--- config.mk ---
export PLATFORM = sky130hd
export DESIGN_NAME = triangle_rasterizer_unit
export DESIGN_NICKNAME = d
export VERILOG_FILES = /design/src/hdl/trast_pkg.sv /design/src/hdl/triangle_rasterizer_unit.sv /design/src/hdl/trast_ctrl.sv /design/src/hdl/trast_dp.sv
export VERILOG_INCLUDE_DIRS = /design/src /design/src/hdl
export SDC_FILE = /design/constraint.sdc
export NUM_CORES = 2
export LEC_CHECK = 0
export ABC_AREA = 0
export BUFFER_PORTS_ARGS = -buffer_cell sky130_fd_sc_hd__buf_2
export CAP_MARGIN = 20
export CORE_MARGIN = 2
export CORE_UTILIZATION = 58
export CTS_CLUSTER_SIZE = 28
export DETAILED_ROUTE_END_ITERATION = 8
export PLACE_DENSITY = 0.78
export SYNTH_ARGS = -nofsm -noshare
export SYNTH_HDL_FRONTEND = slang
export SYNTH_SLANG_ARGS = --single-unit
--- constraint.sdc ---
create_clock -name clk -period 13.2 [get_ports clk]
set_input_delay 2.64 -clock clk [delete_from_list [all_inputs] [get_ports clk]]
set_output_delay 2.64 -clock clk [all_outputs]
set_load 0.1 [all_outputs]
--- src/hdl/assert_macros.svh ---
// assertion macros shared by the rasterizer rtl
// no dependencies; included by the modules that check their own logic
`ifndef ASSERT_MACROS_SVH
`define ASSERT_MACROS_SVH

// same-cycle implication
`define ASSERT_IMPLIES(lbl, clk, rstn, ante, cons) \
	lbl: assert property (@(posedge clk) disable iff (!rstn) (ante) |-> (cons)) \
		else $error("assertion failed");

// next-cycle implication
`define ASSERT_NEXT(lbl, clk, rstn, ante, cons) \
	lbl: assert property (@(posedge clk) disable iff (!rstn) (ante) |=> (cons)) \
		else $error("assertion failed");

`endif

--- src/hdl/trast_pkg.sv ---
// shared types, constants and helpers of the triangle rasterizer
// used by trast_ctrl, trast_dp and triangle_rasterizer_unit
`default_nettype none

package trast_pkg;

	localparam int DEF_FRAME_WIDTH   = 8;
	localparam int DEF_FRAME_HEIGHT  = 8;
	localparam int DEF_SUBPIXEL_BITS = 4;

	localparam int MAX_FRAGS = 64;
	localparam int CNT_W     = 7;
	localparam int IN_W      = 112;
	localparam int OUT_W     = 88;
	localparam int NATTR     = 7;

	localparam int DW     = 22; // multiplier operand width
	localparam int PW     = 44; // product width
	localparam int EW     = 40; // edge value width
	localparam int AW     = 58; // accumulator width
	localparam int RW     = 60; // divider width
	localparam int QB     = 18; // quotient bits
	localparam int ESPLIT = 20; // edge value split for attribute products

	localparam logic [2:0] AOP_NONE  = 3'd0;
	localparam logic [2:0] AOP_LOAD  = 3'd1;
	localparam logic [2:0] AOP_ADD   = 3'd2;
	localparam logic [2:0] AOP_ADDSH = 3'd3;
	localparam logic [2:0] AOP_SUB   = 3'd4;

	localparam logic [1:0] EK_AREA = 2'd3;

	localparam logic [2:0] ATTR_DEPTH = 3'd0;
	localparam logic [2:0] ATTR_U     = 3'd1;
	localparam logic [2:0] ATTR_V     = 3'd2;
	localparam logic [2:0] ATTR_ALPHA = 3'd6;

	typedef struct packed {
		logic       vtx_wr;
		logic [1:0] vtx_idx;
		logic       mul_attr;
		logic [1:0] edge_k;
		logic       half;
		logic [1:0] vsel;
		logic       ehi;
		logic [2:0] aidx;
		logic [2:0] aop;
		logic       area_latch;
		logic       e_latch;
		logic [1:0] e_idx;
		logic       scan_init;
		logic       pix_next;
		logic       div_init;
		logic       div_step;
		logic       attr_store;
		logic       push;
		logic       fin_push;
	} trast_cmd_t;

	typedef struct packed {
		logic area_zero;
		logic box_off;
		logic covered;
		logic x_end;
		logic y_end;
		logic out_free;
		logic pend_valid;
		logic cnt_full;
	} trast_sts_t;

	function automatic logic [15:0] attr_sat(input logic [2:0] idx,
		input logic signed [QB:0] r);
		logic [15:0] res;
		if (idx == ATTR_DEPTH) begin
			if (r < 0)
				res = 16'd0;
			else if (r > 19'sd65535)
				res = 16'hFFFF;
			else
				res = r[15:0];
		end else if (idx == ATTR_U || idx == ATTR_V) begin
			if (r < -19'sd32768)
				res = 16'h8000;
			else if (r > 19'sd32767)
				res = 16'h7FFF;
			else
				res = r[15:0];
		end else begin
			if (r < 0)
				res = 16'd0;
			else if (r > 19'sd255)
				res = 16'd255;
			else
				res = {8'd0, r[7:0]};
		end
		return res;
	endfunction

endpackage

`default_nettype wire

--- src/hdl/triangle_rasterizer_unit.sv ---
// top level of the edge-function triangle rasterizer
// depends on trast_pkg, trast_ctrl and trast_dp
//
//  channel   dir  signals                       content
//  vertex    in   s_tvalid s_tready s_tdata     one vertex per beat
//  fragment  out  m_tvalid m_tready m_tdata     one covered pixel per beat, m_tlast on final
//
// first and second vertex: stored
// third vertex: setup (area through the shared multiplier), then for each box pixel
//   the edge values, plus for each covered pixel its attributes, each by
//   multiply-accumulate steps and restoring divide steps, and an emit step
// these steps run on the divider and the single multiplier; no vertex is taken until
//   the last fragment is in the output register
// a full output register stalls the scan at the emit step
// arst_n clears the sequencer, the vertex count and the output valid
`default_nettype none

module triangle_rasterizer_unit
	import trast_pkg::*;
#(
	parameter int FRAME_WIDTH   = DEF_FRAME_WIDTH,
	parameter int FRAME_HEIGHT  = DEF_FRAME_HEIGHT,
	parameter int SUBPIXEL_BITS = DEF_SUBPIXEL_BITS
) (
	input  wire logic             clk,
	input  wire logic             arst_n,
	input  wire logic             s_tvalid,
	output logic                  s_tready,
	// pos_x, pos_y, vert_depth, tex_u, tex_v, red_in, green_in, blue_in, alpha_in
	input  wire logic [IN_W-1:0]  s_tdata,
	output logic                  m_tvalid,
	input  wire logic             m_tready,
	// pixel_x, pixel_y, frag_depth, frag_u, frag_v, frag_red, frag_green,
	// frag_blue, frag_alpha, two zero bits
	output logic [OUT_W-1:0]      m_tdata,
	// last_fragment
	output logic                  m_tlast
);

	trast_cmd_t cmd;
	trast_sts_t sts;

	trast_ctrl u_ctrl (
		.clk      (clk),
		.arst_n   (arst_n),
		.s_tvalid (s_tvalid),
		.s_tready (s_tready),
		.sts      (sts),
		.cmd      (cmd)
	);

	trast_dp #(
		.FRAME_WIDTH   (FRAME_WIDTH),
		.FRAME_HEIGHT  (FRAME_HEIGHT),
		.SUBPIXEL_BITS (SUBPIXEL_BITS)
	) u_dp (
		.clk      (clk),
		.arst_n   (arst_n),
		.s_tdata  (s_tdata),
		.cmd      (cmd),
		.sts      (sts),
		.m_tready (m_tready),
		.m_tvalid (m_tvalid),
		.m_tdata  (m_tdata),
		.m_tlast  (m_tlast)
	);

endmodule

`default_nettype wire

--- src/hdl/trast_ctrl.sv ---
// sequencer of the rasterizer: vertex intake, setup, pixel scan, attribute divides
// depends on trast_pkg and assert_macros.svh
`default_nettype none
`include "assert_macros.svh"

module trast_ctrl
	import trast_pkg::*;
(
	input  wire logic       clk,
	input  wire logic       arst_n,
	input  wire logic       s_tvalid,
	output logic            s_tready,
	input  trast_sts_t      sts,
	output trast_cmd_t      cmd
);

	localparam logic [2:0] ST_IDLE  = 3'd0;
	localparam logic [2:0] ST_SETUP = 3'd1;
	localparam logic [2:0] ST_PIX   = 3'd2;
	localparam logic [2:0] ST_ATTR  = 3'd3;
	localparam logic [2:0] ST_EMIT  = 3'd4;
	localparam logic [2:0] ST_FIN   = 3'd5;

	logic [2:0] state_q, state_d;
	logic [4:0] st_q, st_d;
	logic [2:0] ai_q, ai_d;
	logic [1:0] vcnt_q, vcnt_d;

	always_ff @(posedge clk or negedge arst_n) begin
		if (!arst_n) begin
			state_q <= ST_IDLE;
			st_q    <= '0;
			ai_q    <= '0;
			vcnt_q  <= '0;
		end else begin
			state_q <= state_d;
			st_q    <= st_d;
			ai_q    <= ai_d;
			vcnt_q  <= vcnt_d;
		end
	end

	always_comb begin
		cmd     = '0;
		cmd.aop = AOP_NONE;
		state_d = state_q;
		st_d    = st_q;
		ai_d    = ai_q;
		vcnt_d  = vcnt_q;
		s_tready = (state_q == ST_IDLE);
		unique case (state_q)
			ST_IDLE: begin
				if (s_tvalid) begin
					cmd.vtx_wr  = 1'b1;
					cmd.vtx_idx = vcnt_q;
					if (vcnt_q == 2'd2) begin
						vcnt_d  = 2'd0;
						state_d = ST_SETUP;
						st_d    = '0;
					end else begin
						vcnt_d = vcnt_q + 2'd1;
					end
				end
			end
			ST_SETUP: begin
				cmd.edge_k = EK_AREA;
				cmd.half   = st_q[0];
				st_d       = st_q + 5'd1;
				if (st_q == 5'd0)
					cmd.aop = AOP_LOAD;
				if (st_q == 5'd1)
					cmd.aop = AOP_SUB;
				if (st_q == 5'd3)
					cmd.area_latch = 1'b1;
				if (st_q == 5'd4) begin
					st_d = '0;
					if (sts.area_zero || sts.box_off) begin
						state_d = ST_IDLE;
					end else begin
						cmd.scan_init = 1'b1;
						state_d = ST_PIX;
					end
				end
			end
			ST_PIX: begin
				// for each edge, one product is loaded and another subtracted; the product is registered before it is accumulated
				cmd.edge_k = st_q[2:1];
				cmd.half   = st_q[0];
				st_d       = st_q + 5'd1;
				if (st_q < 5'd6)
					cmd.aop = st_q[0] ? AOP_SUB : AOP_LOAD;
				if (st_q == 5'd3 || st_q == 5'd5 || st_q == 5'd7) begin
					cmd.e_latch = 1'b1;
					cmd.e_idx   = st_q[2:1] - 2'd1;
				end
				if (st_q == 5'd8) begin
					st_d = '0;
					if (sts.covered) begin
						ai_d    = '0;
						state_d = ST_ATTR;
					end else if (sts.x_end && sts.y_end) begin
						state_d = ST_FIN;
					end else begin
						cmd.pix_next = 1'b1;
					end
				end
			end
			ST_ATTR: begin
				cmd.mul_attr = 1'b1;
				cmd.aidx     = ai_q;
				cmd.vsel     = st_q[2:1];
				cmd.ehi      = st_q[0];
				st_d         = st_q + 5'd1;
				if (st_q < 5'd6) begin
					if (st_q == 5'd0)
						cmd.aop = AOP_LOAD;
					else
						cmd.aop = st_q[0] ? AOP_ADDSH : AOP_ADD;
				end
				if (st_q == 5'd7)
					cmd.div_init = 1'b1;
				if (st_q >= 5'd8 && st_q < 5'd26)
					cmd.div_step = 1'b1;
				if (st_q == 5'd26) begin
					cmd.attr_store = 1'b1;
					st_d = '0;
					if (ai_q == ATTR_ALPHA)
						state_d = ST_EMIT;
					else
						ai_d = ai_q + 3'd1;
				end
			end
			ST_EMIT: begin
				if (sts.out_free) begin
					cmd.push = 1'b1;
					st_d = '0;
					if (sts.cnt_full || (sts.x_end && sts.y_end)) begin
						state_d = ST_FIN;
					end else begin
						cmd.pix_next = 1'b1;
						state_d = ST_PIX;
					end
				end
			end
			ST_FIN: begin
				if (!sts.pend_valid) begin
					state_d = ST_IDLE;
				end else if (sts.out_free) begin
					cmd.fin_push = 1'b1;
					state_d = ST_IDLE;
				end
			end
			default: begin
				state_d = ST_IDLE;
			end
		endcase
	end

	`ASSERT_NEXT(a_fin_to_idle, clk, arst_n, cmd.fin_push, state_q == ST_IDLE)
	`ASSERT_IMPLIES(a_vcnt_range, clk, arst_n, 1'b1, vcnt_q != 2'd3)
	`ASSERT_IMPLIES(a_wr_only_idle, clk, arst_n, cmd.vtx_wr, s_tready && s_tvalid)

endmodule

`default_nettype wire

--- src/hdl/trast_dp.sv ---
// rasterizer datapath: vertex store, shared multiplier and accumulator,
// box setup, scan counters, restoring divider, pending fragment and output beat
// depends on trast_pkg and assert_macros.svh
`default_nettype none
`include "assert_macros.svh"

module trast_dp
	import trast_pkg::*;
#(
	parameter int FRAME_WIDTH   = DEF_FRAME_WIDTH,
	parameter int FRAME_HEIGHT  = DEF_FRAME_HEIGHT,
	parameter int SUBPIXEL_BITS = DEF_SUBPIXEL_BITS
) (
	input  wire logic             clk,
	input  wire logic             arst_n,
	input  wire logic [IN_W-1:0]  s_tdata,
	input  trast_cmd_t            cmd,
	output trast_sts_t            sts,
	input  wire logic             m_tready,
	output logic                  m_tvalid,
	output logic [OUT_W-1:0]      m_tdata,
	output logic                  m_tlast
);

	localparam int XW = (FRAME_WIDTH > 1) ? $clog2(FRAME_WIDTH) : 1;
	localparam int YW = (FRAME_HEIGHT > 1) ? $clog2(FRAME_HEIGHT) : 1;

	// vertex store
	logic signed [15:0] x0_q, x1_q, x2_q, y0_q, y1_q, y2_q;
	logic [NATTR-1:0][15:0] at0_q, at1_q, at2_q;
	logic [NATTR-1:0][15:0] in_attr;

	assign in_attr = {{8'd0, s_tdata[111:104]}, {8'd0, s_tdata[103:96]},
		{8'd0, s_tdata[95:88]}, {8'd0, s_tdata[87:80]},
		s_tdata[79:64], s_tdata[63:48], s_tdata[47:32]};

	always_ff @(posedge clk) begin
		if (cmd.vtx_wr) begin
			unique case (cmd.vtx_idx)
				2'd0: begin
					x0_q <= s_tdata[15:0]; y0_q <= s_tdata[31:16]; at0_q <= in_attr;
				end
				2'd1: begin
					x1_q <= s_tdata[15:0]; y1_q <= s_tdata[31:16]; at1_q <= in_attr;
				end
				default: begin
					x2_q <= s_tdata[15:0]; y2_q <= s_tdata[31:16]; at2_q <= in_attr;
				end
			endcase
		end
	end

	// doubled coordinates
	logic signed [DW-1:0] dx0, dx1, dx2, dy0, dy1, dy2, cx, cy;
	logic [XW-1:0] x_q, xs_q, xe_q;
	logic [YW-1:0] y_q, ys_q, ye_q;

	assign dx0 = {{(DW-17){x0_q[15]}}, x0_q, 1'b0};
	assign dx1 = {{(DW-17){x1_q[15]}}, x1_q, 1'b0};
	assign dx2 = {{(DW-17){x2_q[15]}}, x2_q, 1'b0};
	assign dy0 = {{(DW-17){y0_q[15]}}, y0_q, 1'b0};
	assign dy1 = {{(DW-17){y1_q[15]}}, y1_q, 1'b0};
	assign dy2 = {{(DW-17){y2_q[15]}}, y2_q, 1'b0};
	// pixel center in doubled subpixel units
	assign cx = (DW'(x_q) << (SUBPIXEL_BITS + 1)) | (DW'(1) << SUBPIXEL_BITS);
	assign cy = (DW'(y_q) << (SUBPIXEL_BITS + 1)) | (DW'(1) << SUBPIXEL_BITS);

	// multiplier operand selection
	logic signed [DW-1:0] ax, ay, bx, by, ppx, ppy, opa, opb;
	logic signed [EW-1:0] e0_q, e1_q, e2_q, esel;
	logic [15:0] araw;
	logic signed [DW-1:0] aval;

	always_comb begin
		unique case (cmd.edge_k)
			2'd0: begin ax = dx1; ay = dy1; bx = dx2; by = dy2; end
			2'd1: begin ax = dx2; ay = dy2; bx = dx0; by = dy0; end
			2'd2: begin ax = dx0; ay = dy0; bx = dx1; by = dy1; end
			default: begin ax = dx1; ay = dy1; bx = dx2; by = dy2; end
		endcase
		if (cmd.edge_k == EK_AREA) begin
			ppx = dx0;
			ppy = dy0;
		end else begin
			ppx = cx;
			ppy = cy;
		end
		unique case (cmd.vsel)
			2'd0: begin esel = e0_q; araw = at0_q[cmd.aidx]; end
			2'd1: begin esel = e1_q; araw = at1_q[cmd.aidx]; end
			default: begin esel = e2_q; araw = at2_q[cmd.aidx]; end
		endcase
		if (cmd.aidx == ATTR_U || cmd.aidx == ATTR_V)
			aval = {{(DW-16){araw[15]}}, araw};
		else
			aval = {{(DW-16){1'b0}}, araw};
		if (cmd.mul_attr) begin
			opa = aval;
			opb = cmd.ehi ? {{(DW-(EW-ESPLIT)){1'b0}}, esel[EW-1:ESPLIT]}
				: {{(DW-ESPLIT){1'b0}}, esel[ESPLIT-1:0]};
		end else if (cmd.half) begin
			opa = ppy - by;
			opb = ax - bx;
		end else begin
			opa = ppx - bx;
			opb = ay - by;
		end
	end

	logic signed [PW-1:0] prod_c, prod_q;
	logic signed [AW-1:0] acc_q, pext;
	logic [2:0] aop_q;

	assign prod_c = opa * opb;
	assign pext   = AW'(prod_q);

	always_ff @(posedge clk) begin
		prod_q <= prod_c;
		unique case (aop_q)
			AOP_LOAD:  acc_q <= pext;
			AOP_ADD:   acc_q <= acc_q + pext;
			AOP_ADDSH: acc_q <= acc_q + (pext <<< ESPLIT);
			AOP_SUB:   acc_q <= acc_q - pext;
			default:   acc_q <= acc_q;
		endcase
	end

	// area, orientation and clipped box
	logic signed [EW-1:0] edge_v;
	logic [EW-1:0] area_q;
	logic sgn_neg_q, area_zero_q, box_off_q;
	logic signed [15:0] mnx, mxx, mny, mxy;
	logic [15:0] xs_w, xe_w, ys_w, ye_w, xe_cl, ye_cl;
	logic off_w;

	assign edge_v = acc_q[EW-1:0];

	function automatic logic signed [15:0] min3(input logic signed [15:0] a,
		input logic signed [15:0] b, input logic signed [15:0] c);
		logic signed [15:0] m;
		m = (a < b) ? a : b;
		return (m < c) ? m : c;
	endfunction

	function automatic logic signed [15:0] max3(input logic signed [15:0] a,
		input logic signed [15:0] b, input logic signed [15:0] c);
		logic signed [15:0] m;
		m = (a > b) ? a : b;
		return (m > c) ? m : c;
	endfunction

	always_comb begin
		mnx = min3(x0_q, x1_q, x2_q);
		mxx = max3(x0_q, x1_q, x2_q);
		mny = min3(y0_q, y1_q, y2_q);
		mxy = max3(y0_q, y1_q, y2_q);
		xs_w = (mnx[15] ? 16'd0 : mnx) >> SUBPIXEL_BITS;
		ys_w = (mny[15] ? 16'd0 : mny) >> SUBPIXEL_BITS;
		xe_w = 16'(mxx) >> SUBPIXEL_BITS;
		ye_w = 16'(mxy) >> SUBPIXEL_BITS;
		xe_cl = (xe_w > 16'(FRAME_WIDTH - 1)) ? 16'(FRAME_WIDTH - 1) : xe_w;
		ye_cl = (ye_w > 16'(FRAME_HEIGHT - 1)) ? 16'(FRAME_HEIGHT - 1) : ye_w;
		// box wholly off the frame, or clipped to nothing
		off_w = mxx[15] || mxy[15] || (xs_w > xe_cl) || (ys_w > ye_cl);
	end

	always_ff @(posedge clk) begin
		if (cmd.area_latch) begin
			sgn_neg_q   <= edge_v[EW-1];
			area_q      <= edge_v[EW-1] ? EW'(-edge_v) : EW'(edge_v);
			area_zero_q <= (edge_v == '0);
			box_off_q   <= off_w;
			xs_q <= xs_w[XW-1:0];
			xe_q <= xe_cl[XW-1:0];
			ys_q <= ys_w[YW-1:0];
			ye_q <= ye_cl[YW-1:0];
		end
		if (cmd.e_latch) begin
			unique case (cmd.e_idx)
				2'd0: e0_q <= sgn_neg_q ? -edge_v : edge_v;
				2'd1: e1_q <= sgn_neg_q ? -edge_v : edge_v;
				default: e2_q <= sgn_neg_q ? -edge_v : edge_v;
			endcase
		end
		if (cmd.scan_init) begin
			x_q <= xs_q;
			y_q <= ys_q;
		end else if (cmd.pix_next) begin
			if (x_q == xe_q) begin
				x_q <= xs_q;
				y_q <= y_q + YW'(1);
			end else begin
				x_q <= x_q + XW'(1);
			end
		end
	end

	// restoring divider on magnitudes, floor toward minus infinity on sign
	logic signed [RW-1:0] nval;
	logic [RW-1:0] rem_q, ds_q;
	logic [QB-1:0] q_q;
	logic neg_q;
	logic signed [QB:0] qext, qres;

	assign nval = (RW'(acc_q) <<< 1) + $signed({{(RW-EW){1'b0}}, area_q});
	assign qext = $signed({1'b0, q_q});
	assign qres = neg_q ? (-qext - $signed({{QB{1'b0}}, (rem_q != '0)})) : qext;

	always_ff @(posedge clk) begin
		if (cmd.div_init) begin
			neg_q <= nval[RW-1];
			rem_q <= nval[RW-1] ? RW'(-nval) : RW'(nval);
			ds_q  <= {{(RW-EW){1'b0}}, area_q} << QB;
			q_q   <= '0;
		end else if (cmd.div_step) begin
			if (rem_q >= ds_q) begin
				rem_q <= rem_q - ds_q;
				q_q   <= {q_q[QB-2:0], 1'b1};
			end else begin
				q_q   <= {q_q[QB-2:0], 1'b0};
			end
			ds_q <= ds_q >> 1;
		end
	end

	// fragment under construction, pending fragment and output beat
	logic [NATTR-1:0][15:0] fr_q, pend_at_q;
	logic [2:0] pend_x_q, pend_y_q;
	logic [15:0] xw, yw;
	logic pend_valid_q, out_valid_q, out_last_q;
	logic [OUT_W-1:0] out_data_q;
	logic [CNT_W-1:0] n_q;
	logic out_free, out_load;

	assign xw = 16'(x_q);
	assign yw = 16'(y_q);
	assign out_free = !out_valid_q || m_tready;
	assign out_load = (cmd.push && pend_valid_q) || cmd.fin_push;

	always_ff @(posedge clk) begin
		if (cmd.attr_store)
			fr_q[cmd.aidx] <= attr_sat(cmd.aidx, qres);
		if (cmd.push) begin
			pend_at_q <= fr_q;
			pend_x_q  <= xw[2:0];
			pend_y_q  <= yw[2:0];
		end
		if (out_load) begin
			out_data_q <= {2'b00, pend_at_q[6][7:0], pend_at_q[5][7:0], pend_at_q[4][7:0],
				pend_at_q[3][7:0], pend_at_q[2], pend_at_q[1], pend_at_q[0],
				pend_y_q, pend_x_q};
			out_last_q <= cmd.fin_push;
		end
	end

	always_ff @(posedge clk or negedge arst_n) begin
		if (!arst_n) begin
			aop_q        <= AOP_NONE;
			pend_valid_q <= 1'b0;
			out_valid_q  <= 1'b0;
			n_q          <= '0;
		end else begin
			aop_q <= cmd.aop;
			if (cmd.scan_init)
				n_q <= '0;
			else if (cmd.push)
				n_q <= n_q + CNT_W'(1);
			if (cmd.push)
				pend_valid_q <= 1'b1;
			else if (cmd.fin_push || cmd.scan_init)
				pend_valid_q <= 1'b0;
			if (out_load)
				out_valid_q <= 1'b1;
			else if (m_tready)
				out_valid_q <= 1'b0;
		end
	end

	assign m_tvalid = out_valid_q;
	assign m_tdata  = out_data_q;
	assign m_tlast  = out_last_q;

	always_comb begin
		sts.area_zero  = area_zero_q;
		sts.box_off    = box_off_q;
		sts.covered    = !e0_q[EW-1] && !e1_q[EW-1] && !e2_q[EW-1];
		sts.x_end      = (x_q == xe_q);
		sts.y_end      = (y_q == ye_q);
		sts.out_free   = out_free;
		sts.pend_valid = pend_valid_q;
		sts.cnt_full   = (n_q == CNT_W'(MAX_FRAGS - 1));
	end

	`ASSERT_IMPLIES(a_load_needs_room, clk, arst_n, out_load, out_free)
	`ASSERT_IMPLIES(a_fin_has_pending, clk, arst_n, cmd.fin_push, pend_valid_q)
	`ASSERT_IMPLIES(a_frag_cap, clk, arst_n, 1'b1, n_q <= CNT_W'(MAX_FRAGS))

endmodule

`default_nettype wire
==> key figures <==
Critical path
  – Arr. time, crit path: 13.10 ns
  – CP Class: register to register
  – Crit end category: register
  – Reg2Reg Setup Slack: between 0.6 and 0.7 ns
  – Critical Path RT: 13.78 ns
  – R2r startpoint: u_ctrl.state_q[0]
  – Most common cell on crit path: fa_1
  – Worst Reg-to-Reg Cells: 44
  – Slowest-stage cell, CP: a31oi_2
  – Worst r2r dst: u_dp.prod_q[42]
  – CP max FO: 16
  – Startpoint types: register
  – Worst path max stage delay: 0.62 ns

Routing
  – DR vias/cell: 6.27
  – Vias: 62200
  – Drt initial violations: 6152
  – Final WL: between 200000 and 250000 um
  – Antenna Violating Nets Remaining: 0
  – Residual DRC: 0
  – 1st-pass router iterations: 8
  – Routed len/inst: 22.3 um

Floorplanning
  – DIE HEIGHT: 375 um
  – Row count: 136
  – Initial Utilization: about three fifths
  – Core footprint: 137000 um2
  – Number of I/O pins: 207
  – DIE WIDTH: 375 um
  – DIE AREA: about 140000 um2

Yosys
  – Post-synth EDFFs: 929
  – Ranking of synthesized cells by area: edfxtp_1 (35%), fa_1 (13%), ha_1 (8.3%), nand2_1 (3.9%), inv_1 (3.7%)
  – Synth top cells by count: edfxtp_1 (929), nand2_1 (823), inv_1 (796)
  – Post-synthesis sequential area ratio: between 30% and 40%
  – Mapped Cells: 7929
  – Main flop type after synthesis: edfxtp_1
  – Syn Area/Cell: 10.1 um2
  – Most frequent cell after synthesis: edfxtp_1
  – Post-synthesis cell type count: between 100 and 150
  – Synthesized flop and latch total: 1034
  – Synthesized area: 79900 um2
  – Async SR Flop Fraction: 2.42%
  – Top-area cell type share of the netlist area: about a third
  – Yosys warns: 0
  – Area leader, netlist: edfxtp_1

STA
  – Final Critical Period: approximately 13 ns
  – Fin. Hold Viols: 0
  – Setup-failing EPs final: 0
  – Slew Viols, Final: 0
  – Worst Skew: 0.0956 ns
  – Worst Slack Setup Final: slightly below 0.7 ns
  – Fmax: 79.9 MHz
  – Worst Tran Pin Value: 1.13 ns
  – Tcrit/Tclk final: 94.8%
  – Max_slew headroom: roughly 25%

CTS
  – Root Driver: clkbuf_16
  – Worst-case clock buffer depth: 3
  – Clock Pin Slew Worst Setup and Hold Paths: around 0.06 ns
  – Clk_lat worst skew: between 0.7 and 0.8 ns
  – # hold bufs at CTS: 0
  – Num CTS Buffers: 105
  – Clock sink total: about 1000
  – H-tree levels: 3
  – CTS tree: built

Min path
  – Worst hold path type: register to register
  – Hold path depth: 0
  – HP Start: u_dp.fr_q[43]
  – Hold Path End: u_dp.pend_at_q[43]

Status
  – Status: complete, no violations

Final layout
  – Multi-input logic area: 45700 um2
  – Share of post-route cells with drive strength above 1: 8.26%
  – Filler instances: 10900
  – Area Overhead vs Synth: 8.29%
  – Finished Core Util: between 60% and 70%
  – NumNets Final: 9173
  – Seq. cell area: 30100 um2

Global routing
  – Vias in the first global route: between 60000 and 70000
  – Initial antenna violation count: 13
  – Gr usage total: 31.2%
  – Largest net degree at the start of global routing: 87
  – First-pass GRT wire length: 344000 um
  – GRT overflow: 0

Placement
  – IO Port Bufs: 204
  – Gp weighted congestion: 1.00
  – Post-DP HPWL: 169000 um
  – Place WS: 0.421 ns

Job
  – MaxCap Viol Count: 0
-- worst max-delay path by stage --
stage	from	to	slack [ns]
detailed placement	u_ctrl.state_q[2]	u_dp.prod_q[42]	0.42
global route	u_ctrl.state_q[0]	u_dp.prod_q[42]	-0.003
floorplan	u_ctrl.st_q[2]	u_dp.prod_q[42]	0.51
finish	u_ctrl.state_q[0]	u_dp.prod_q[42]	0.68
CTS	u_ctrl.state_q[2]	u_dp.prod_q[42]	0.34
global placement	u_ctrl.state_q[2]	u_dp.prod_q[42]	0.67
-- layer usage --
layer  routed length, um  vias to the layer above  global-route usage (%)  share of wire, %
met3               17400                      568                    5.03               7.9
met4               10400                        8                    13.2               4.7
met5                  53                        -                       0             0.024
met1               87400                    30600                    40.1                40
li1                    -                    28400                       -                 -
met2              105000                     2666                    52.5                48
-- flip-flops by register name, summed over array words and instances (netlist names), 44 cells and up --
| name | cells |
|---|---|
| u_dp.acc_q | 58 |
| u_dp.fr_q | 80 |
| u_dp.at1_q | 80 |
| u_dp.m_tdata | 86 |
| u_dp.prod_q | 44 |
| u_dp.rem_q | 60 |
| u_dp.at2_q | 80 |
| u_dp.pend_at_q | 80 |
| u_dp.ds_q | 58 |
| u_dp.at0_q | 80 |
-- cells in the final DEF (no fill, tap or decap), drive strengths merged, types with 192 or more instances in the layout --
cell,n
a21o,192
nand2,823
inv,796
o21ai,467
buf,325
xnor2,301
fa,509
edfxtp,929
ha,531
nor2,458
a21oi,462
-- logic make-up after synthesis --
| group | synth area share (%) |
|---|---|
| AO/OA/AOI/OAI | 16.4 |
| XOR/XNOR | 4.98 |
| adder cells (fa/ha/maj) | 21.1 |
| buffers and inverters | 5.52 |
| flip-flops | 37.7 |
| multiplexers | 1.79 |
| other | 0.00940 |
| AND/OR/NAND/NOR | 12.5 |
-- per-stage QoR --
| stage | setup TNS (ns) | hold WS, ns | instance area, um2 | instances |
|---|---|---|---|---|
| global route | -0.00340 | 0.353 | 86500 | 9903 |
| detailed placement | 0 | 0.405 | 82900 | 9698 |
| finish | 0 | 0.353 | 86500 | 9910 |
| global placement | 0 | 0.401 | 82900 | 9696 |
| CTS | 0 | 0.346 | 86300 | 9891 |
| floorplan | 0 | 0.400 | 79900 | 7946 |
-- what timing repair did --
action                                  CTS  global route
setup buffers                             0             4
endpoints found under the setup margin    0            10
resized for setup                         0            20
-- worst max-delay path: cells and delay by family, from the launching register on --
kind,cells,cell delay [ns]
AOI/OAI and AO/OA,16,3.82
xor gates and xnor gates,1,0.14
DFF,1,0.50
muxes,1,0.21
adders and majority gates,13,5.68
buffers and inverters,7,0.89
and+or+nand+nor,6,1.16
-- cell type report --
| class | count | area share, % |
|---|---|---|
| flip-flops and latches | 1034 | 34.8 |
| clock buffers | 136 | 3.25 |
| clock inverters | 57 | 0.706 |
| well taps | 1794 | 2.59 |
| multi-input cells | 5750 | 52.8 |
| diodes | 13 | 0.0376 |
| repair buffers | 325 | 2.28 |
| inverters | 801 | 3.48 |
Power is left out: the tool's default activity adds up to more than one toggle a clock period on the data nets, which glitch-free logic cannot reach.
